**src/hdl/ftsw_pkg.sv**
```systemverilog
// shared constants, types and codes of the flat triangle span walker
package ftsw_pkg;

   localparam int SCREEN_ROWS = 64;
   localparam int COORD_BITS  = 10;
   localparam int FRAC_BITS   = 16;

   localparam int ACC_BITS  = COORD_BITS + FRAC_BITS + 2;
   localparam int ROW_BITS  = (SCREEN_ROWS > 1) ? $clog2(SCREEN_ROWS) : 1;
   localparam int ROWC_BITS = ((COORD_BITS > ROW_BITS) ? COORD_BITS : ROW_BITS) + 2;
   localparam int DIFF_BITS = COORD_BITS + 1;
   localparam int MAG_BITS  = COORD_BITS;
   localparam int NUM_BITS  = MAG_BITS + FRAC_BITS;
   localparam int CNT_BITS  = $clog2(NUM_BITS + 1);
   localparam int SPAN_BITS = ACC_BITS - FRAC_BITS;

   localparam int REQ_DATA_BITS = ((6 * COORD_BITS + 7) / 8) * 8;
   localparam int RSP_DATA_BITS = ((ROW_BITS + 2 * COORD_BITS + 7) / 8) * 8;

   localparam int FIFO_DEPTH     = 2;
   localparam int FIFO_PTR_BITS  = (FIFO_DEPTH > 1) ? $clog2(FIFO_DEPTH) : 1;
   localparam int FIFO_CNT_BITS  = $clog2(FIFO_DEPTH + 1);

   typedef logic signed [COORD_BITS-1:0] coord_type;
   typedef logic signed [ACC_BITS-1:0]   acc_type;
   typedef logic signed [ROWC_BITS-1:0]  row_type;

   localparam acc_type ACC_MAX  = {1'b0, {(ACC_BITS-1){1'b1}}};
   localparam acc_type ACC_MIN  = {1'b1, {(ACC_BITS-1){1'b0}}};
   localparam row_type ROW_ZERO = '0;
   localparam row_type ROW_ONE  = ROWC_BITS'(1);
   localparam row_type ROW_LAST = ROWC_BITS'(SCREEN_ROWS - 1);

   typedef enum logic {
      DIR_UP   = 1'b0,
      DIR_DOWN = 1'b1
   } dir_type;

   // one walk job handed from the front end to the span walker
   typedef struct packed {
      dir_type   dir;
      coord_type start_x_a;
      coord_type start_x_b;
      row_type   start_row;
      row_type   end_row;
      acc_type   slope_a;
      acc_type   slope_b;
   } job_type;

   typedef struct packed {
      logic dx_neg;
      logic dx_zero;
      logic dy_neg;
      logic dy_zero;
   } edge_flags_type;

   typedef enum logic [1:0] {
      FRONT_IDLE,
      FRONT_DIVIDE,
      FRONT_PUSH
   } front_state_type;

   typedef enum logic {
      WALK_IDLE,
      WALK_RUN
   } walk_state_type;

endpackage

```
**src/hdl/ftsw_div.sv**
```systemverilog
// radix-2 restoring divider for unsigned slope magnitudes
module ftsw_div (
   input  logic                          clock,
   input  logic                          reset,
   input  logic                          start,
   input  logic [ftsw_pkg::NUM_BITS-1:0] dividend,
   input  logic [ftsw_pkg::MAG_BITS-1:0] divisor,
   output logic                          busy,
   output logic [ftsw_pkg::NUM_BITS-1:0] quotient
);
   import ftsw_pkg::*;

   logic [NUM_BITS-1:0] quo_ff, quo_in;
   logic [MAG_BITS-1:0] rem_ff, rem_in;
   logic [MAG_BITS-1:0] den_ff, den_in;
   logic [CNT_BITS-1:0] cnt_ff, cnt_in;
   logic                busy_ff, busy_in;
   logic [MAG_BITS:0]   trial;
   logic [MAG_BITS:0]   diff;
   logic                fits;

   always_comb begin
      trial   = {rem_ff, quo_ff[NUM_BITS-1]};
      diff    = trial - {1'b0, den_ff};
      fits    = trial >= {1'b0, den_ff};
      quo_in  = quo_ff;
      rem_in  = rem_ff;
      den_in  = den_ff;
      cnt_in  = cnt_ff;
      busy_in = busy_ff;
      if (start) begin
         quo_in  = dividend;
         rem_in  = '0;
         den_in  = divisor;
         cnt_in  = CNT_BITS'(NUM_BITS);
         busy_in = 1'b1;
      end else if (busy_ff) begin
         // one quotient bit a cycle, remainder stays below the divisor
         rem_in  = fits ? diff[MAG_BITS-1:0] : trial[MAG_BITS-1:0];
         quo_in  = {quo_ff[NUM_BITS-2:0], fits};
         cnt_in  = cnt_ff - CNT_BITS'(1);
         busy_in = (cnt_ff != CNT_BITS'(1));
      end
   end

   always_ff @(posedge clock) begin
      if (reset) begin
         busy_ff <= 1'b0;
         cnt_ff  <= '0;
      end else begin
         busy_ff <= busy_in;
         cnt_ff  <= cnt_in;
      end
   end

   always_ff @(posedge clock) begin
      quo_ff <= quo_in;
      rem_ff <= rem_in;
      den_ff <= den_in;
   end

   assign busy     = busy_ff;
   assign quotient = quo_ff;

endmodule

```
**src/hdl/ftsw_front.sv**
```systemverilog
// front end: takes a triangle, works out both edge slopes and the row range
module ftsw_front (
   input  logic                               clock,
   input  logic                               reset,
   input  logic                               req_tvalid,
   output logic                               req_tready,
   input  logic [ftsw_pkg::REQ_DATA_BITS-1:0] req_tdata,
   input  logic                               req_tuser,
   output logic                               job_valid,
   input  logic                               job_ready,
   output ftsw_pkg::job_type                  job
);
   import ftsw_pkg::*;

   front_state_type state_ff, state_in;

   coord_type in_ax, in_ay, in_p2x, in_p2y, in_p3x, in_p3y;
   logic signed [DIFF_BITS-1:0] dx_a, dy_a, dx_b, dy_b;
   logic accept;

   dir_type        dir_ff, dir_in;
   coord_type      p2x_ff, p2x_in, p3x_ff, p3x_in;
   row_type        p2y_ff, p2y_in, ay_ff, ay_in;
   edge_flags_type flags_a_ff, flags_a_in, flags_b_ff, flags_b_in;

   logic                busy_a, busy_b;
   logic [NUM_BITS-1:0] quo_a, quo_b;

   logic    has_spans;
   row_type end_row;

   function automatic logic [MAG_BITS-1:0] diff_mag(logic signed [DIFF_BITS-1:0] d);
      logic signed [DIFF_BITS-1:0] m;
      m = d[DIFF_BITS-1] ? -d : d;
      return m[MAG_BITS-1:0];
   endfunction

   function automatic edge_flags_type diff_flags(logic signed [DIFF_BITS-1:0] dx,
                                                 logic signed [DIFF_BITS-1:0] dy);
      edge_flags_type f;
      f.dx_neg  = dx[DIFF_BITS-1];
      f.dx_zero = (dx == '0);
      f.dy_neg  = dy[DIFF_BITS-1];
      f.dy_zero = (dy == '0);
      return f;
   endfunction

   function automatic acc_type edge_slope(edge_flags_type f, logic [NUM_BITS-1:0] q);
      acc_type mag;
      acc_type res;
      mag = ACC_BITS'(q);
      if (f.dy_zero) begin
         // horizontal edge: largest magnitude with the sign of dx, zero when dx is zero
         res = f.dx_zero ? '0 : (f.dx_neg ? ACC_MIN : ACC_MAX);
      end else begin
         res = (f.dx_neg ^ f.dy_neg) ? -mag : mag;
      end
      return res;
   endfunction

   assign in_ax  = req_tdata[0*COORD_BITS +: COORD_BITS];
   assign in_ay  = req_tdata[1*COORD_BITS +: COORD_BITS];
   assign in_p2x = req_tdata[2*COORD_BITS +: COORD_BITS];
   assign in_p2y = req_tdata[3*COORD_BITS +: COORD_BITS];
   assign in_p3x = req_tdata[4*COORD_BITS +: COORD_BITS];
   assign in_p3y = req_tdata[5*COORD_BITS +: COORD_BITS];

   assign dx_a = {in_ax[COORD_BITS-1], in_ax} - {in_p2x[COORD_BITS-1], in_p2x};
   assign dy_a = {in_ay[COORD_BITS-1], in_ay} - {in_p2y[COORD_BITS-1], in_p2y};
   assign dx_b = {in_ax[COORD_BITS-1], in_ax} - {in_p3x[COORD_BITS-1], in_p3x};
   assign dy_b = {in_ay[COORD_BITS-1], in_ay} - {in_p3y[COORD_BITS-1], in_p3y};

   assign accept = req_tvalid && req_tready;

   ftsw_div u_div_a (
      .clock    (clock),
      .reset    (reset),
      .start    (accept),
      .dividend ({diff_mag(dx_a), {FRAC_BITS{1'b0}}}),
      .divisor  (diff_mag(dy_a)),
      .busy     (busy_a),
      .quotient (quo_a)
   );

   ftsw_div u_div_b (
      .clock    (clock),
      .reset    (reset),
      .start    (accept),
      .dividend ({diff_mag(dx_b), {FRAC_BITS{1'b0}}}),
      .divisor  (diff_mag(dy_b)),
      .busy     (busy_b),
      .quotient (quo_b)
   );

   // row range that lands on screen, and its last row
   always_comb begin
      if (dir_ff == DIR_DOWN) begin
         has_spans = (p2y_ff > ay_ff) && (p2y_ff >= ROW_ZERO) && (ay_ff < ROW_LAST);
         end_row   = (ay_ff >= ROW_ZERO) ? ay_ff + ROW_ONE : ROW_ZERO;
      end else begin
         has_spans = (ay_ff > p2y_ff) && (p2y_ff <= ROW_LAST) && (ay_ff > ROW_ZERO);
         end_row   = (ay_ff <= ROW_LAST) ? ay_ff - ROW_ONE : ROW_LAST;
      end
   end

   always_comb begin
      state_in = state_ff;
      case (state_ff)
         FRONT_IDLE:   if (req_tvalid) state_in = FRONT_DIVIDE;
         FRONT_DIVIDE: if (!busy_a && !busy_b) state_in = FRONT_PUSH;
         FRONT_PUSH:   if (!has_spans || job_ready) state_in = FRONT_IDLE;
         default:      state_in = FRONT_IDLE;
      endcase
   end

   always_comb begin
      req_tready = (state_ff == FRONT_IDLE);
      job_valid  = (state_ff == FRONT_PUSH) && has_spans;
   end

   always_comb begin
      dir_in     = dir_ff;
      p2x_in     = p2x_ff;
      p3x_in     = p3x_ff;
      p2y_in     = p2y_ff;
      ay_in      = ay_ff;
      flags_a_in = flags_a_ff;
      flags_b_in = flags_b_ff;
      if (accept) begin
         dir_in     = dir_type'(req_tuser);
         p2x_in     = in_p2x;
         p3x_in     = in_p3x;
         p2y_in     = {{(ROWC_BITS-COORD_BITS){in_p2y[COORD_BITS-1]}}, in_p2y};
         ay_in      = {{(ROWC_BITS-COORD_BITS){in_ay[COORD_BITS-1]}}, in_ay};
         flags_a_in = diff_flags(dx_a, dy_a);
         flags_b_in = diff_flags(dx_b, dy_b);
      end
   end

   always_comb begin
      job.dir       = dir_ff;
      job.start_x_a = p2x_ff;
      job.start_x_b = p3x_ff;
      job.start_row = p2y_ff;
      job.end_row   = end_row;
      job.slope_a   = edge_slope(flags_a_ff, quo_a);
      job.slope_b   = edge_slope(flags_b_ff, quo_b);
   end

   always_ff @(posedge clock) begin
      if (reset) begin
         state_ff <= FRONT_IDLE;
      end else begin
         state_ff <= state_in;
      end
   end

   always_ff @(posedge clock) begin
      dir_ff     <= dir_in;
      p2x_ff     <= p2x_in;
      p3x_ff     <= p3x_in;
      p2y_ff     <= p2y_in;
      ay_ff      <= ay_in;
      flags_a_ff <= flags_a_in;
      flags_b_ff <= flags_b_in;
   end

endmodule

```
**src/hdl/ftsw_fifo.sv**
```systemverilog
// short job queue between front end and span walker
module ftsw_fifo (
   input  logic              clock,
   input  logic              reset,
   input  logic              push_valid,
   output logic              push_ready,
   input  ftsw_pkg::job_type push_job,
   output logic              pop_valid,
   input  logic              pop_ready,
   output ftsw_pkg::job_type pop_job
);
   import ftsw_pkg::*;

   job_type                 slot_ff [FIFO_DEPTH];
   logic [FIFO_PTR_BITS-1:0] wr_ptr_ff, wr_ptr_in, rd_ptr_ff, rd_ptr_in;
   logic [FIFO_CNT_BITS-1:0] count_ff, count_in;
   logic                     push, pop;

   function automatic logic [FIFO_PTR_BITS-1:0] ptr_next(logic [FIFO_PTR_BITS-1:0] p);
      return (p == FIFO_PTR_BITS'(FIFO_DEPTH - 1)) ? '0 : p + FIFO_PTR_BITS'(1);
   endfunction

   assign push_ready = (count_ff != FIFO_CNT_BITS'(FIFO_DEPTH));
   assign pop_valid  = (count_ff != '0);
   assign pop_job    = slot_ff[rd_ptr_ff];
   assign push       = push_valid && push_ready;
   assign pop        = pop_valid && pop_ready;

   always_comb begin
      wr_ptr_in = push ? ptr_next(wr_ptr_ff) : wr_ptr_ff;
      rd_ptr_in = pop ? ptr_next(rd_ptr_ff) : rd_ptr_ff;
      count_in  = count_ff;
      if (push && !pop) begin
         count_in = count_ff + FIFO_CNT_BITS'(1);
      end else if (pop && !push) begin
         count_in = count_ff - FIFO_CNT_BITS'(1);
      end
   end

   always_ff @(posedge clock) begin
      if (reset) begin
         wr_ptr_ff <= '0;
         rd_ptr_ff <= '0;
         count_ff  <= '0;
      end else begin
         wr_ptr_ff <= wr_ptr_in;
         rd_ptr_ff <= rd_ptr_in;
         count_ff  <= count_in;
      end
   end

   always_ff @(posedge clock) begin
      if (push) begin
         slot_ff[wr_ptr_ff] <= push_job;
      end
   end

endmodule

```
**src/hdl/ftsw_walk.sv**
```systemverilog
// back end: steps the edge accumulators row by row and emits spans
module ftsw_walk (
   input  logic                               clock,
   input  logic                               reset,
   input  logic                               job_valid,
   output logic                               job_ready,
   input  ftsw_pkg::job_type                  job,
   output logic                               busy,
   output logic                               rsp_tvalid,
   input  logic                               rsp_tready,
   output logic [ftsw_pkg::RSP_DATA_BITS-1:0] rsp_tdata,
   output logic                               rsp_tlast
);
   import ftsw_pkg::*;

   localparam logic signed [SPAN_BITS-1:0] SPAN_MAX = SPAN_BITS'(2**(COORD_BITS-1) - 1);
   localparam logic signed [SPAN_BITS-1:0] SPAN_MIN = SPAN_BITS'(-(2**(COORD_BITS-1)));

   walk_state_type state_ff, state_in;

   dir_type   dir_ff, dir_in;
   acc_type   acc_a_ff, acc_a_in, acc_b_ff, acc_b_in;
   acc_type   slope_a_ff, slope_a_in, slope_b_ff, slope_b_in;
   row_type   row_ff, row_in, end_ff, end_in;

   logic                out_valid_ff, out_valid_in;
   logic [ROW_BITS-1:0] out_row_ff, out_row_in;
   coord_type           out_xa_ff, out_xa_in, out_xb_ff, out_xb_in;
   logic                out_last_ff, out_last_in;

   logic on_screen, out_free, advance, emit, finish, load;

   function automatic acc_type sat_step(acc_type acc, acc_type slope, dir_type dir);
      logic signed [ACC_BITS:0] wide;
      acc_type res;
      if (dir == DIR_DOWN) begin
         wide = {acc[ACC_BITS-1], acc} - {slope[ACC_BITS-1], slope};
      end else begin
         wide = {acc[ACC_BITS-1], acc} + {slope[ACC_BITS-1], slope};
      end
      if (wide[ACC_BITS] != wide[ACC_BITS-1]) begin
         res = wide[ACC_BITS] ? ACC_MIN : ACC_MAX;
      end else begin
         res = wide[ACC_BITS-1:0];
      end
      return res;
   endfunction

   // integer part rounded toward zero, then clipped to the coordinate range
   function automatic coord_type span_x(acc_type acc);
      logic signed [SPAN_BITS-1:0] q;
      logic                        round_up;
      coord_type                   res;
      round_up = acc[ACC_BITS-1] && (acc[FRAC_BITS-1:0] != '0);
      q = $signed(acc[ACC_BITS-1:FRAC_BITS]) + $signed({{(SPAN_BITS-1){1'b0}}, round_up});
      if (q > SPAN_MAX) begin
         res = SPAN_MAX[COORD_BITS-1:0];
      end else if (q < SPAN_MIN) begin
         res = SPAN_MIN[COORD_BITS-1:0];
      end else begin
         res = q[COORD_BITS-1:0];
      end
      return res;
   endfunction

   function automatic acc_type start_acc(coord_type x);
      return {{(ACC_BITS-COORD_BITS-FRAC_BITS){x[COORD_BITS-1]}}, x, {FRAC_BITS{1'b0}}};
   endfunction

   assign on_screen = (row_ff >= ROW_ZERO) && (row_ff <= ROW_LAST);
   assign out_free  = !out_valid_ff || rsp_tready;
   assign advance   = (state_ff == WALK_RUN) && (!on_screen || out_free);
   assign emit      = advance && on_screen;
   assign finish    = emit && (row_ff == end_ff);
   assign load      = job_valid && job_ready;

   always_comb begin
      state_in = state_ff;
      case (state_ff)
         WALK_IDLE: if (job_valid) state_in = WALK_RUN;
         WALK_RUN:  if (finish) state_in = WALK_IDLE;
         default:   state_in = WALK_IDLE;
      endcase
   end

   always_comb begin
      job_ready = (state_ff == WALK_IDLE);
      busy      = (state_ff == WALK_RUN);
   end

   always_comb begin
      dir_in     = dir_ff;
      acc_a_in   = acc_a_ff;
      acc_b_in   = acc_b_ff;
      slope_a_in = slope_a_ff;
      slope_b_in = slope_b_ff;
      row_in     = row_ff;
      end_in     = end_ff;
      if (load) begin
         dir_in     = job.dir;
         acc_a_in   = start_acc(job.start_x_a);
         acc_b_in   = start_acc(job.start_x_b);
         slope_a_in = job.slope_a;
         slope_b_in = job.slope_b;
         row_in     = job.start_row;
         end_in     = job.end_row;
      end else if (advance) begin
         acc_a_in = sat_step(acc_a_ff, slope_a_ff, dir_ff);
         acc_b_in = sat_step(acc_b_ff, slope_b_ff, dir_ff);
         row_in   = (dir_ff == DIR_DOWN) ? row_ff - ROW_ONE : row_ff + ROW_ONE;
      end
   end

   always_comb begin
      out_valid_in = out_valid_ff;
      out_row_in   = out_row_ff;
      out_xa_in    = out_xa_ff;
      out_xb_in    = out_xb_ff;
      out_last_in  = out_last_ff;
      if (emit) begin
         out_valid_in = 1'b1;
         out_row_in   = row_ff[ROW_BITS-1:0];
         out_xa_in    = span_x(acc_a_ff);
         out_xb_in    = span_x(acc_b_ff);
         out_last_in  = finish;
      end else if (rsp_tready) begin
         out_valid_in = 1'b0;
      end
   end

   always_ff @(posedge clock) begin
      if (reset) begin
         state_ff     <= WALK_IDLE;
         out_valid_ff <= 1'b0;
      end else begin
         state_ff     <= state_in;
         out_valid_ff <= out_valid_in;
      end
   end

   always_ff @(posedge clock) begin
      dir_ff      <= dir_in;
      acc_a_ff    <= acc_a_in;
      acc_b_ff    <= acc_b_in;
      slope_a_ff  <= slope_a_in;
      slope_b_ff  <= slope_b_in;
      row_ff      <= row_in;
      end_ff      <= end_in;
      out_row_ff  <= out_row_in;
      out_xa_ff   <= out_xa_in;
      out_xb_ff   <= out_xb_in;
      out_last_ff <= out_last_in;
   end

   assign rsp_tvalid = out_valid_ff;
   assign rsp_tdata  = RSP_DATA_BITS'({out_xb_ff, out_xa_ff, out_row_ff});
   assign rsp_tlast  = out_last_ff;

endmodule

```
**src/hdl/flat_triangle_span_walker_unit.sv**
```systemverilog
// top level of the flat triangle span walker
// Takes one flat-edged triangle per request transaction and returns one span
// transaction per walked row that lies on screen, the final one with tlast set.
// The front end takes the request, runs two parallel bit-serial dividers for
// the NUM_BITS (26) bit edge slopes, sees them finish and hands the job over,
// and takes no new request before then. A two-entry job queue lets the front
// end divide for the next triangle while the walker runs.
// The walker loads a job and then steps one row per cycle, holding on an
// on-screen row while its output register is full and not taken, from the
// start row to the last on-screen row (off-screen rows are stepped without
// output): 64 rows for a triangle that crosses the whole screen, up to 576
// when the start row lies at the far end of the coordinate range. One span per
// cycle leaves through the output register while the sink keeps tready high.
// Triangles with no on-screen rows produce no transaction at all.
module flat_triangle_span_walker_unit (
   input  logic                               clock,
   input  logic                               reset,
   // request channel
   input  logic                               req_tvalid,
   output logic                               req_tready,
   // apex_x, apex_y, edge_a_x, edge_a_y, edge_b_x, edge_b_y, zero pad
   input  logic [ftsw_pkg::REQ_DATA_BITS-1:0] req_tdata,
   // req_type: walk direction, 0 rows increasing, 1 rows decreasing
   input  logic                               req_tuser,
   // span channel
   output logic                               rsp_tvalid,
   input  logic                               rsp_tready,
   // span_row, span_x_first, span_x_second, zero pad
   output logic [ftsw_pkg::RSP_DATA_BITS-1:0] rsp_tdata,
   // last span of the triangle
   output logic                               rsp_tlast
);
   import ftsw_pkg::*;

   // front end to queue
   logic    push_valid, push_ready;
   job_type push_job;

   // queue to walker
   logic    pop_valid, pop_ready;
   job_type pop_job;

   logic    walk_busy;

   // slope division and row range classification
   ftsw_front u_front (
      .clock      (clock),
      .reset      (reset),
      .req_tvalid (req_tvalid),
      .req_tready (req_tready),
      .req_tdata  (req_tdata),
      .req_tuser  (req_tuser),
      .job_valid  (push_valid),
      .job_ready  (push_ready),
      .job        (push_job)
   );

   // decouples the dividers from the row walk
   ftsw_fifo u_fifo (
      .clock      (clock),
      .reset      (reset),
      .push_valid (push_valid),
      .push_ready (push_ready),
      .push_job   (push_job),
      .pop_valid  (pop_valid),
      .pop_ready  (pop_ready),
      .pop_job    (pop_job)
   );

   // row walk with saturating accumulators and the registered span output
   ftsw_walk u_walk (
      .clock      (clock),
      .reset      (reset),
      .job_valid  (pop_valid),
      .job_ready  (pop_ready),
      .job        (pop_job),
      .busy       (walk_busy),
      .rsp_tvalid (rsp_tvalid),
      .rsp_tready (rsp_tready),
      .rsp_tdata  (rsp_tdata),
      .rsp_tlast  (rsp_tlast)
   );

`ifndef NO_ASSERTIONS
   // a taken request occupies the front end for its divide
   a_front_busy_after_accept: assert property (@(posedge clock) disable iff (reset)
      (req_tvalid && req_tready) |=> !req_tready)
      else $error("front end ready right after taking a request");

   // a job leaving the queue starts the walker
   a_walk_starts_on_pop: assert property (@(posedge clock) disable iff (reset)
      (pop_valid && pop_ready) |=> walk_busy)
      else $error("walker idle after taking a job");

   // reset leaves no span pending and no walk in progress
   a_clean_after_reset: assert property (@(posedge clock)
      $past(reset) |-> (!rsp_tvalid && !walk_busy))
      else $error("span or walk pending after reset");
`endif

endmodule
```
**config.mk**
```make
export PLATFORM = sky130hd
export DESIGN_NAME = flat_triangle_span_walker_unit
export DESIGN_NICKNAME = d
export VERILOG_FILES = /design/src/hdl/ftsw_pkg.sv /design/src/hdl/ftsw_div.sv /design/src/hdl/ftsw_front.sv /design/src/hdl/ftsw_fifo.sv /design/src/hdl/ftsw_walk.sv /design/src/hdl/flat_triangle_span_walker_unit.sv
export SDC_FILE = /design/constraint.sdc
export NUM_CORES = 1
export LEC_CHECK = 0
export ABC_AREA = 1
export BUFFER_PORTS_ARGS = -buffer_cell sky130_fd_sc_hd__buf_4
export CORE_MARGIN = 2
export CORE_UTILIZATION = 65
export CTS_BUF_LIST = sky130_fd_sc_hd__clkbuf_4 sky130_fd_sc_hd__clkbuf_8
export CTS_CLUSTER_DIAMETER = 60
export DETAILED_ROUTE_END_ITERATION = 10
export GPL_ROUTABILITY_DRIVEN = 0
export HOLD_SLACK_MARGIN = 0.15
export PLACE_DENSITY_LB_ADDON = 0.25
export SYNTH_ARGS = -nofsm -noshare
export SYNTH_HDL_FRONTEND = slang
export SYNTH_SLANG_ARGS = --single-unit
```
**constraint.sdc**
```tcl
create_clock -name clock -period 17.9 [get_ports clock]
set_input_delay 2.685 -clock clock [delete_from_list [all_inputs] [get_ports clock]]
set_output_delay 2.685 -clock clock [all_outputs]
set_load 0.05 [all_outputs]
```
Word-level counts from Yosys, hierarchy flattened

Memory sizes are Yosys's and may differ from the RTL's. A register that Yosys moved wholly into a read port is not among the register bits.
Index checks and enable logic that the tools add are counted.

$add $sub $neg: 28
Multipliers: 0
Divide/modulo/power cells: 0
$lt $le $gt $ge: 16
Equal/unequal tests: 11
Shifts and indexed selects: 0
Multiplexer cells: 66
Bitwise operators: 3
Reduce and logical (&&, ||, !) cells: 42

Operators by type and width:

| operator                                                         | count |
|---|---|
| 2-to-1 mux 28 bit                                                | 16 |
| 2-to-1 mux 29 bit                                                | 6 |
| 2-to-1 mux 26 bit                                                | 4 |
| 2-to-1 mux 10 bit                                                | 8 |
| 2-to-1 mux 12 bit                                                | 6 |
| adder 28 x 28 -> 29 bit                                          | 2 |
| subtractor 28 x 28 -> 29 bit                                     | 2 |
| negator 26 -> 28 bit                                             | 2 |
| logical NOT 11 bit                                               | 4 |
| subtractor 10 x 10 -> 11 bit                                     | 4 |
| negator 10 bit                                                   | 4 |
| nonzero test 16 bit                                              | 2 |
| adder 12 x 2 -> 12 bit                                           | 2 |
| > comparator 12 x 10 -> 1 bit (second input constant)            | 2 |
| < comparator 12 x 10 -> 1 bit (second input constant)            | 2 |
| >= comparator 11 x 10 -> 1 bit                                   | 2 |
| >= comparator 10 x 1 -> 1 bit (second input constant)            | 2 |
| > comparator 10 bit                                              | 2 |
| less-or-equal comparator 10 x 7 -> 1 bit (second input constant) | 2 |
| 2-to-1 mux 5 bit                                                 | 4 |
| subtractor 10 bit                                                | 2 |
| logical AND 1 bit                                                | 17 |
| 2-to-1 mux 1 bit                                                 | 15 |
| adder 12 x 2 -> 12 bit (second input constant)                   | 1 |
| other kinds (29)                                                 | 53 |

Register bits after elaboration: 325
Bits in latches: 0
Memory bits (writable): 202
Bits in read-only memories: 0
Input port bits: 69
Output and inout port bits: 35
Logic and storage cells: 213
Memories: 1

Memory list:

| name           | depth | bits a word | read ports | clocked after Yosys merged registers in | write ports | line            | text |
|---|---|---|---|---|---|---|---|
| u_fifo.slot_ff | 2     | 101         | 1          | 1                                       | 1           | ftsw_fifo.sv:14 | `job_type slot_ff [FIFO_DEPTH];` |

Longest topological paths before layout

Gate-level depths: netlist of the first run.

Word-level depth: 11
Depth in mapped cells: 27
Mapped depth without buffers: 26

By module

Synthesis of the first run repeated with hierarchy kept, for this count alone.

Cell total of the unflattened synthesis: 3803
Area total of the unflattened synthesis: 33165.6 um^2

By module, submodules not included:

| module     | instances | cells an instance | area each (um^2) | seq. area each (um^2) |
|---|---|---|---|---|
| ftsw_walk  | 1         | 1666              | 12451.9          | 4644.5 |
| ftsw_fifo  | 1         | 351               | 7976.4           | 6165.9 |
| ftsw_front | 1         | 1104              | 7179.4           | 1511.4 |
| ftsw_div   | 2         | 341               | 2778.9           | 1401.3 |

Least setup slack after synthesis of the first run

Ideal clock, no wire load.

Kind: flip-flop to flip-flop
Start point: reg, netlist name u_front.ay_ff[9]
End point: mem u_fifo.slot_ff[1][0] in the netlist's numbering (enable)
Setup time: 0.558 ns
Data arrival time: 5.858 ns
Data required time: 17.342 ns
Setup slack: 11.484 ns
Stages on the path, launching flop included: 12
Buffers on the path: 0
Period minus slack after synthesis: 6.416 ns
Path through: edfxtp_1 > clkinv_1 > ha_1 > nand2_1 > nand2_1 > o21ba_2 > nand3_1 > nor2_1 > nor2_1 > o21ai_0 > nand4_1 > nor2_1

Cells in the longest elaborated chain, start to end: 8
Elaborated cells between the ends (all ways): 13
Classes of those cells: order compare (4); mux (3); reduce/logical (6)

RTL lines:

| what                                                     | line                                | text |
|---|---|---|
| > comparator 10 bit, on equally long branches            | ftsw_front.sv:101, ftsw_front.sv:98 |  |
| logical AND 1 bit, on equally long branches (2 in a row) | ftsw_front.sv:101, ftsw_front.sv:98 |  |
| 2-to-1 mux 1 bit *                                       | ftsw_front.sv:97                    | `if (dir_ff == DIR_DOWN) begin` |
| logical AND 1 bit *                                      | ftsw_front.sv:118                   | `job_valid = (state_ff == FRONT_PUSH) && has_spans;` |
| logical AND 1 bit *                                      | ftsw_fifo.sv:26                     | `assign push = push_valid && push_ready;` |
| 2-to-1 mux 1 bit *                                       | ftsw_fifo.sv:53                     | `if (push) begin` |
| 2-to-1 mux 1 bit (not written as such) *                 | ftsw_fifo.sv:54                     | `slot_ff[wr_ptr_ff] <= push_job;` |
| to (decl)                                                | ftsw_fifo.sv:14                     |  |

Mark *: on every way between the ends. The rest lies on a longest branch, timed or not.

Final worst setup path of the first run

Start point: reg u_walk.dir_ff
End point: reg u_walk.acc_a_ff[16], data pin

Cells in the longest elaborated chain, start to end: 7
Elaborated cells between the ends (all ways): 8
Classes of those cells: eq/ne (1); mux (7)

RTL lines:

| what                                                              | line                             | text |
|---|---|---|
| from (decl)                                                       | ftsw_walk.sv:21                  | `dir_type dir_ff, dir_in;` |
| from (signal assigned)                                            | ftsw_walk.sv:142                 | `dir_ff <= dir_in;` |
| 2-to-1 mux 29 bit *                                               | ftsw_walk.sv:36                  | `if (dir == DIR_DOWN) begin` |
| 2-to-1 mux 29 bit *                                               | ftsw_walk.sv:107                 | `end else if (advance) begin` |
| 2-to-1 mux 29 bit *                                               | ftsw_walk.sv:99                  | `if (load) begin` |
| 2-to-1 mux 28 bit / inequality test 1 bit (equally long branches) | ftsw_walk.sv:42, ftsw_walk.sv:41 |  |
| 2-to-1 mux 28 bit *                                               | ftsw_walk.sv:41                  | `if (wide[ACC_BITS] != wide[ACC_BITS-1]) begin` |
| 2-to-1 mux 28 bit *                                               | ftsw_walk.sv:107                 |  |
| 2-to-1 mux 28 bit *                                               | ftsw_walk.sv:99                  |  |
| net u_walk.acc_a_in[16]                                           | ftsw_walk.sv:22                  | `acc_type acc_a_ff, acc_a_in, acc_b_ff, acc_b_in;` |
| to (signal assigned)                                              | ftsw_walk.sv:143                 | `acc_a_ff <= acc_a_in;` |
| to (decl)                                                         | ftsw_walk.sv:22                  |  |

Mark *: on every way through the listed nets, which the timed path passes. The rest lies on a longest branch. The select of a mux whose other input is x is not followed.
A chain may end at the register's enable or synchronous reset.

==> impl_metrics.env, run 1 <==
export IMPL_dp_hpwl_um=51200
export IMPL_cts_clk_slew_worst_paths_ns=0.06
export IMPL_final_setup_viol_count=0
export IMPL_max_cap_violations=0
export IMPL_slew_headroom=0.120
export IMPL_p_leak_nw=14.5
export IMPL_areaGrowthSynthToFinish_pct=9.62
export IMPL_cts_max_path_buffers=3
export IMPL_grt_max_degree=97
export IMPL_synth_edf_count=416
export IMPL_wl_per_cell_um=16.6
export IMPL_routed_wl_um=70100
export IMPL_ctsHtreeMaxLevel=3
export IMPL_clk_insertion_delay_late_ns=0.66
export IMPL_hold_class="register to register"
export IMPL_skew_ns=0.0233
export IMPL_grt_pass1_vias=23100
export IMPL_required_ns=18.26
export IMPL_dpl_cell_area_um2=31900
export IMPL_synthFlopType="edfxtp_1"
export IMPL_viasPerCell=5.79
export IMPL_cts_tree="done"
export IMPL_initial_utilization=0.659
export IMPL_fin_ws_ns=12.83
export IMPL_postCtsSetupBuffers=0
export IMPL_drtIter0Drc=3028
export IMPL_first_pass_iters=7
export IMPL_r2r_slack_ns=12.83
export IMPL_cp_endpoint="u_walk.acc_a_ff[16]"
export IMPL_timing_fmax_mhz=197
export IMPL_final_hold_viol_count=0
export IMPL_coreArea_um2=46600
export IMPL_cts_resized=0
export IMPL_avgSynthCellArea_um2=8.95
export IMPL_power_density_nw_per_um2=171
export IMPL_slew_viol_final=0
export IMPL_antenna_found_initial=1
export IMPL_worstSetupPathType="register to register"
export IMPL_antenna_left=0
export IMPL_layout_common_cells="nand2_1, edfxtp_1, inv_1, nor2_1, o21ai_0"
export IMPL_fin_hold_ws_ns=0.446
export IMPL_synth_cell_types=63
export IMPL_dieWidth_um=221
export IMPL_final_area_um2=33600
export IMPL_die_area_um2=48900
export IMPL_synthTopCellsByArea="edfxtp_1, nand2_1, dfxtp_1, ha_1, inv_1"
export IMPL_crit_path_start_kind="register"
export IMPL_rsz0062_at_grt="no"
export IMPL_r2r_start="u_walk.dir_ff"
export IMPL_synth_cells=3427
export IMPL_grt_overflow_total=0
export IMPL_numCtsBuffers=83
export IMPL_row_count=79
export IMPL_ys_seq_area_frac=0.476
export IMPL_fillers=3272
export IMPL_io_pin_count=104
export IMPL_synth_seq_cells=521
export IMPL_r2r_cells=18
export IMPL_syn_area_um2=30700
export IMPL_cp_data_arrival_time_ns=5.43
export IMPL_drive_gt1_frac=0.125
export IMPL_critical_path_max_fanout=43
export IMPL_period_minus_slack_ns=5.07
export IMPL_yosysTopAreaCell="edfxtp_1"
export IMPL_track_usage=0.282
export IMPL_fp_dieH_um=221
export IMPL_synth_top_area_share=0.407
export IMPL_vdd_ir_drop_max_v=0.000107
export IMPL_clock_sinks=521
export IMPL_numPortBuffers=93
export IMPL_place_ws_ns=12.37
export IMPL_ctsHoldBuffers=0
export IMPL_status="completed"
export IMPL_final_common_cell="nand2_1"
export IMPL_async_reset_ff_frac=0
export IMPL_period_share=0.283
export IMPL_setup_tns_final_ns=0
export IMPL_final_nets=3779
export IMPL_worstMarginPinSlew_ns=1.31
export IMPL_worstReg2RegEnd="u_walk.acc_a_ff[16]"
export IMPL_cts_root_buf="clkbuf_8"
export IMPL_grt_pass1_wl_um=113000
export IMPL_drcViolationCount=0
export IMPL_vias=24500
export IMPL_endpoint_kind="register"
export IMPL_critPathLaunch="u_walk.dir_ff"
export IMPL_ys_warn_count=0
[cell families after synthesis]
family	after synthesis	share of synthesized area
xor+xnor	184	0.0526
flops	521	0.476
mux	93	0.0336
simple gates	1442	0.207
other cells	1	0.000122
buf+inv	497	0.0636
compound gates	525	0.0978
fa+ha+maj	164	0.0691
[layout make-up]
cell class              instances  area, µm²  area share
inverters                     418       1570      0.0467
repair buffers                108        811      0.0241
clock buffers                 112       1420      0.0421
clock inverters                41        280     0.00834
diodes                          1       2.50   0.0000744
multi-input cells            2414      14200       0.422
well taps                     607        759      0.0226
flip-flops and latches        521      14600       0.434
[report_power, final]
part	total, mW	internal, mW	switching [mW]
Sequential	1.81	1.62	0.198
Combinational	2.90	1.02	1.88
Clock	1.03	0.561	0.466
Total	5.74	3.20	2.54
[flip-flops by register name, summed over array words and instances, names as in the netlist, 11 cells and up, named ones only]
register and count:
u_walk.end_ff 11, u_walk.acc_a_ff 28, u_walk.acc_b_ff 28, u_walk.slope_b_ff 28, u_walk.slope_a_ff 28, u_front.u_div_b.quotient 26, u_fifo.slot_ff 196, u_front.u_div_a.quotient 26
u_walk.row_ff 12
[critical path, stage by stage, from the launching register on]
cell	delay, ns
edfxtp_1	0.32
buf_4	0.41
clkinv_1	0.98
nand2_1	0.38
o21ai_0	0.16
xnor2_1	0.24
ha_1	0.32
a21oi_1	0.25
o21ai_0	0.20
nand2_1	0.09
nand2_1	0.05
a21oi_1	0.16
nand3_1	0.11
nand2_2	0.11
nand3_2	0.26
nand2_4	0.33
inv_2	0.17
nand2_1	0.11
o21ai_0	0.07
[per-stage QoR]
step,util,std cells,power [mW]
final,0.722,4222,5.74
after global routing,0.722,4222,6.16
after CTS,0.722,4221,5.70
after detailed placement,0.685,4068,4.66
after global placement,0.685,4068,4.54
after floorplan,-,3432,4.06
[worst min-delay path by stage]
| stage | startpoint | endpoint | depth (start not counted) | slack, ns |
|---|---|---|---|---|
| 2_1_floorplan | u_front.p3x_ff[0] | u_fifo.slot_ff[0][80] | 0 | 0.42 |
| 3_3_place_gp | u_fifo.rd_ptr_ff | register | 1 | 0.43 |
| 3_5_place_dp | u_front.p3x_ff[9] | u_fifo.slot_ff[1][89] | 0 | 0.43 |
| 4_1_cts | u_front.p3x_ff[9] | u_fifo.slot_ff[0][89] | 0 | 0.44 |
| 5_1_grt | u_front.p3x_ff[9] | u_fifo.slot_ff[0][89] | 0 | 0.45 |
| 6_report | u_front.p3x_ff[9] | u_fifo.slot_ff[1][89] | 0 | 0.45 |
[Yosys cell counts, drive strengths merged (48+ instances only)]
cell / n
a21oi: 184
clkbuf: 48
dfxtp: 105
edfxtp: 416
ha: 155
inv: 413
mux2: 80
nand2: 724
nand3: 175
nor2: 381
nor3: 52
o21ai: 211
xnor2: 58
xor2: 126
[layer usage]
metal	up-vias	GRT usage	routed length, µm
met5	-	0	0
met3	205	0.0421	5590
li1	11900	-	-
met4	0	0.115	2350
met1	11300	0.389	30300
met2	1100	0.451	31800
Power figures use the tool's default switching activity.
==> run 2: changes to the inputs <==
--- a/config.mk
+++ b/config.mk
@@ -5,10 +5,10 @@
 export SDC_FILE = /design/constraint.sdc
 export NUM_CORES = 1
 export LEC_CHECK = 0
-export ABC_AREA = 1
+export ABC_AREA = 0
 export BUFFER_PORTS_ARGS = -buffer_cell sky130_fd_sc_hd__buf_4
 export CORE_MARGIN = 2
-export CORE_UTILIZATION = 65
+export CORE_UTILIZATION = 59
 export CTS_BUF_LIST = sky130_fd_sc_hd__clkbuf_4 sky130_fd_sc_hd__clkbuf_8
 export CTS_CLUSTER_DIAMETER = 60
 export DETAILED_ROUTE_END_ITERATION = 10
==> constraint.sdc (replaced) <==
create_clock -name clock -period 4.3 [get_ports clock]
set_input_delay 0.645 -clock clock [delete_from_list [all_inputs] [get_ports clock]]
set_output_delay 0.645 -clock clock [all_outputs]
set_load 0.05 [all_outputs]
==> run 2 against run 1 <==
Combinational power grew to 4.8 times the previous value. Critical path depth up 3. Clock power grew to 4.4 times the previous value. Cell area increased by 0.44%. Area after synthesis shrank 4.3%. Hold slack lost 0.24 ns. Via count shrank 9.5%. Register-to-register slack got worse by 13 ns. Core utilization decreased by 3.4 points. Global-route usage fell by 2.2 points. Clock skew up 0.0060 ns. Wire length fell by 2.6%.
==> impl_metrics.env, run 2 <==
export IMPL_track_usage=0.261
export IMPL_synth_seq_cells=521
export IMPL_synth_top_family_by_area="compound AO/OA/AOI/OAI gates"
export IMPL_p_leak_nw=12.8
export IMPL_drtIter0Drc=1695
export IMPL_numCtsBuffers=85
export IMPL_final_area_um2=33800
export IMPL_dieWidth_um=227
export IMPL_die_area_um2=51500
export IMPL_synth_cell_types=92
export IMPL_cts_root_buf="clkbuf_8"
export IMPL_period_share=0.998
export IMPL_coreArea_um2=49100
export IMPL_clock_sinks=521
export IMPL_largest_register="u_fifo.slot_ff"
export IMPL_fp_dieH_um=227
export IMPL_rsz0062_at_grt="yes"
export IMPL_initial_utilization=0.598
export IMPL_min_from="req_tdata[41]"
export IMPL_crit_path_start_kind="register"
export IMPL_async_reset_ff_frac=0
export IMPL_synthTopCellsByCount="edfxtp_1, o21ai_0, a21oi_1, nor2_1, xnor2_1"
export IMPL_hold_class="input port to register"
export IMPL_critPathLaunch="u_walk.slope_b_ff[4]"
export IMPL_synth_edf_count=416
export IMPL_clk_insertion_delay_late_ns=0.67
export IMPL_required_ns=4.78
export IMPL_power_density_nw_per_um2=784
export IMPL_grt_overflow_total=0
export IMPL_vdd_ir_drop_max_v=0.000539
export IMPL_syn_area_um2=29300
export IMPL_dp_hpwl_um=48400
export IMPL_io_pin_count=104
export IMPL_avgSynthCellArea_um2=10.6
export IMPL_grt_util_met1=0.352
export IMPL_routed_wl_um=68300
export IMPL_muxShareOfSynthArea=0.0516
export IMPL_synth_top_area_share=0.426
export IMPL_final_setup_viol_count=0
export IMPL_grt_pass1_vias=21200
export IMPL_fillers=3566
export IMPL_first_pass_iters=6
export IMPL_final_common_cell="edfxtp_1"
export IMPL_period_minus_slack_ns=4.29
export IMPL_endpoint_kind="register"
export IMPL_final_nets=3197
export IMPL_power_mw=26.5
export IMPL_grt_util_met2=0.431
export IMPL_cts_max_path_buffers=3
export IMPL_antenna_left=0
export IMPL_synthFlopType="edfxtp_1"
export IMPL_synth_compound_area_frac=0.154
export IMPL_wl_per_cell_um=18.5
export IMPL_slew_headroom=0.141
export IMPL_yosysMostFrequentCell="edfxtp_1"
export IMPL_worstSetupPathType="register to register"
export IMPL_slew_viol_final=0
export IMPL_synth_cells=2762
export IMPL_dpl_cell_area_um2=31100
export IMPL_drcViolationCount=0
export IMPL_worstMarginPinSlew_ns=1.28
export IMPL_drive_gt1_frac=0.170
export IMPL_synthSimpleGateAreaFrac=0.108
export IMPL_final_hold_viol_count=0
export IMPL_critical_path_max_fanout=6
export IMPL_synth_adder_area_share=0.0733
export IMPL_vias=22100
export IMPL_grt_pass1_wl_um=107000
export IMPL_numPortBuffers=93
export IMPL_synthTopCellsByArea="edfxtp_1, dfxtp_1, ha_1, xnor2_1, o21ai_0"
export IMPL_cts_clk_slew_worst_paths_ns=0.06
export IMPL_ys_seq_area_frac=0.497
export IMPL_synth_xor_area_frac=0.0785
export IMPL_row_count=81
export IMPL_r2r_start="u_walk.slope_b_ff[4]"
export IMPL_grtUsageMet3=0.0452
export IMPL_ys_warn_count=0
export IMPL_max_cap_violations=0
export IMPL_timing_fmax_mhz=233
export IMPL_antenna_cells=0
export IMPL_cts_tree="done"
export IMPL_cp_data_arrival_time_ns=4.77
export IMPL_largest_reg_flops=196
export IMPL_areaGrowthSynthToFinish_pct=15.0
export IMPL_status="completed"
export IMPL_antenna_found_initial=0
export IMPL_layout_common_cells="edfxtp_1, o21ai_0, a21oi_1, nor2_1, xnor2_1"
export IMPL_grt_busiest_layer="met2"
export IMPL_viasPerCell=5.99
export IMPL_yosysTopAreaCell="edfxtp_1"
export IMPL_skew_ns=0.0293
export IMPL_grt_max_degree=77
export IMPL_ctsHtreeMaxLevel=3
## run 2: worst paths after layout
check,endpoint,slack (ns),depth (start not counted)
max,u_walk.acc_b_ff[25],0.007,21
min,u_front.p3x_ff[1],0.20,1
max reg2reg,u_walk.acc_b_ff[25],0.007,21
min reg2reg,u_fifo.slot_ff[1][92],0.44,0
## run 2: area by class of cell
| cell class | instances | area [µm²] | share of cell area |
|---|---|---|---|
| multi-input combinational | 1970 | 14100 | 0.417 |
| clock inverter | 35 | 325 | 0.00964 |
| sequential | 521 | 14600 | 0.432 |
| clock buffer | 117 | 1470 | 0.0434 |
| tap | 664 | 831 | 0.0246 |
| timing repair buffer | 217 | 1810 | 0.0536 |
| inverter | 169 | 638 | 0.0189 |
## run 2: timing repair
action | in CTS | in global routing
gates resized for setup | 10 | 82
pin swaps | 0 | 40
setup endpoints to repair | 41 | 55
gates cloned | 0 | 2
buffers inserted | 0 | 25
hold buffers | 23 | 0
endpoints found under the hold margin | 23 | 0
## run 2: logic make-up (layout without fill, tap and decap cells)
group | after synthesis | count (layout)
AOI/OAI and AO/OA | 751 | 751
and+or+nand+nor | 641 | 641
DFF | 521 | 521
buffers and inverters | 276 | 538
xor gates and xnor gates | 263 | 263
adders and majority gates | 167 | 167
muxes | 142 | 142
other | 1 | 6
## run 2: report_power, final
| part | switching (mW) | leakage, nW | internal, mW | total [mW] |
|---|---|---|---|---|
| clock | 1.95 | 0.930 | 2.57 | 4.52 |
| sequential | 1.02 | 4.74 | 6.89 | 7.92 |
| combinational | 8.10 | 7.12 | 5.95 | 14.0 |
| total | 11.1 | 12.8 | 15.4 | 26.5 |
## run 2: layer usage
layer | share of wire | routed length, µm
met3 | 0.072 | 4910
met1 | 0.43 | 29500
met4 | 0.024 | 1620
met2 | 0.47 | 32200
met5 | 0 | 0
## run 2: stage by stage
| step | setup TNS [ns] | setup WS, ns | cells | utilization | hold slack (ns) |
|---|---|---|---|---|---|
| floorplan | -85.11 | -0.868 | 2767 | - | 0.421 |
| finish | 0 | 0.00661 | 3693 | 0.688 | 0.201 |
| global placement | -1.19 | -0.129 | 3491 | 0.634 | 0.425 |
| detailed placement | -3.84 | -0.210 | 3491 | 0.634 | 0.434 |
| global route | -5.46 | -0.213 | 3693 | 0.688 | 0.175 |
| CTS | 0 | 0.0100 | 3666 | 0.676 | 0.151 |
## run 2: worst max-delay path, stage by stage, from the launching register on
cell	delay, ns
edfxtp_1	0.40
nor4_2	0.29
buf_4	0.17
nand2_4	0.05
nor2_4	0.12
nand2_2	0.07
or3_4	0.36
nor2_4	0.13
a21oi_2	0.07
xnor2_1	0.20
ha_1	0.27
and3_4	0.19
and2_4	0.13
and4_1	0.21
a221o_1	0.37
a311oi_1	0.27
nor2_1	0.11
a21oi_2	0.14
buf_4	0.14
o21ai_4	0.09
buf_12	0.18
o211ai_1	0.18
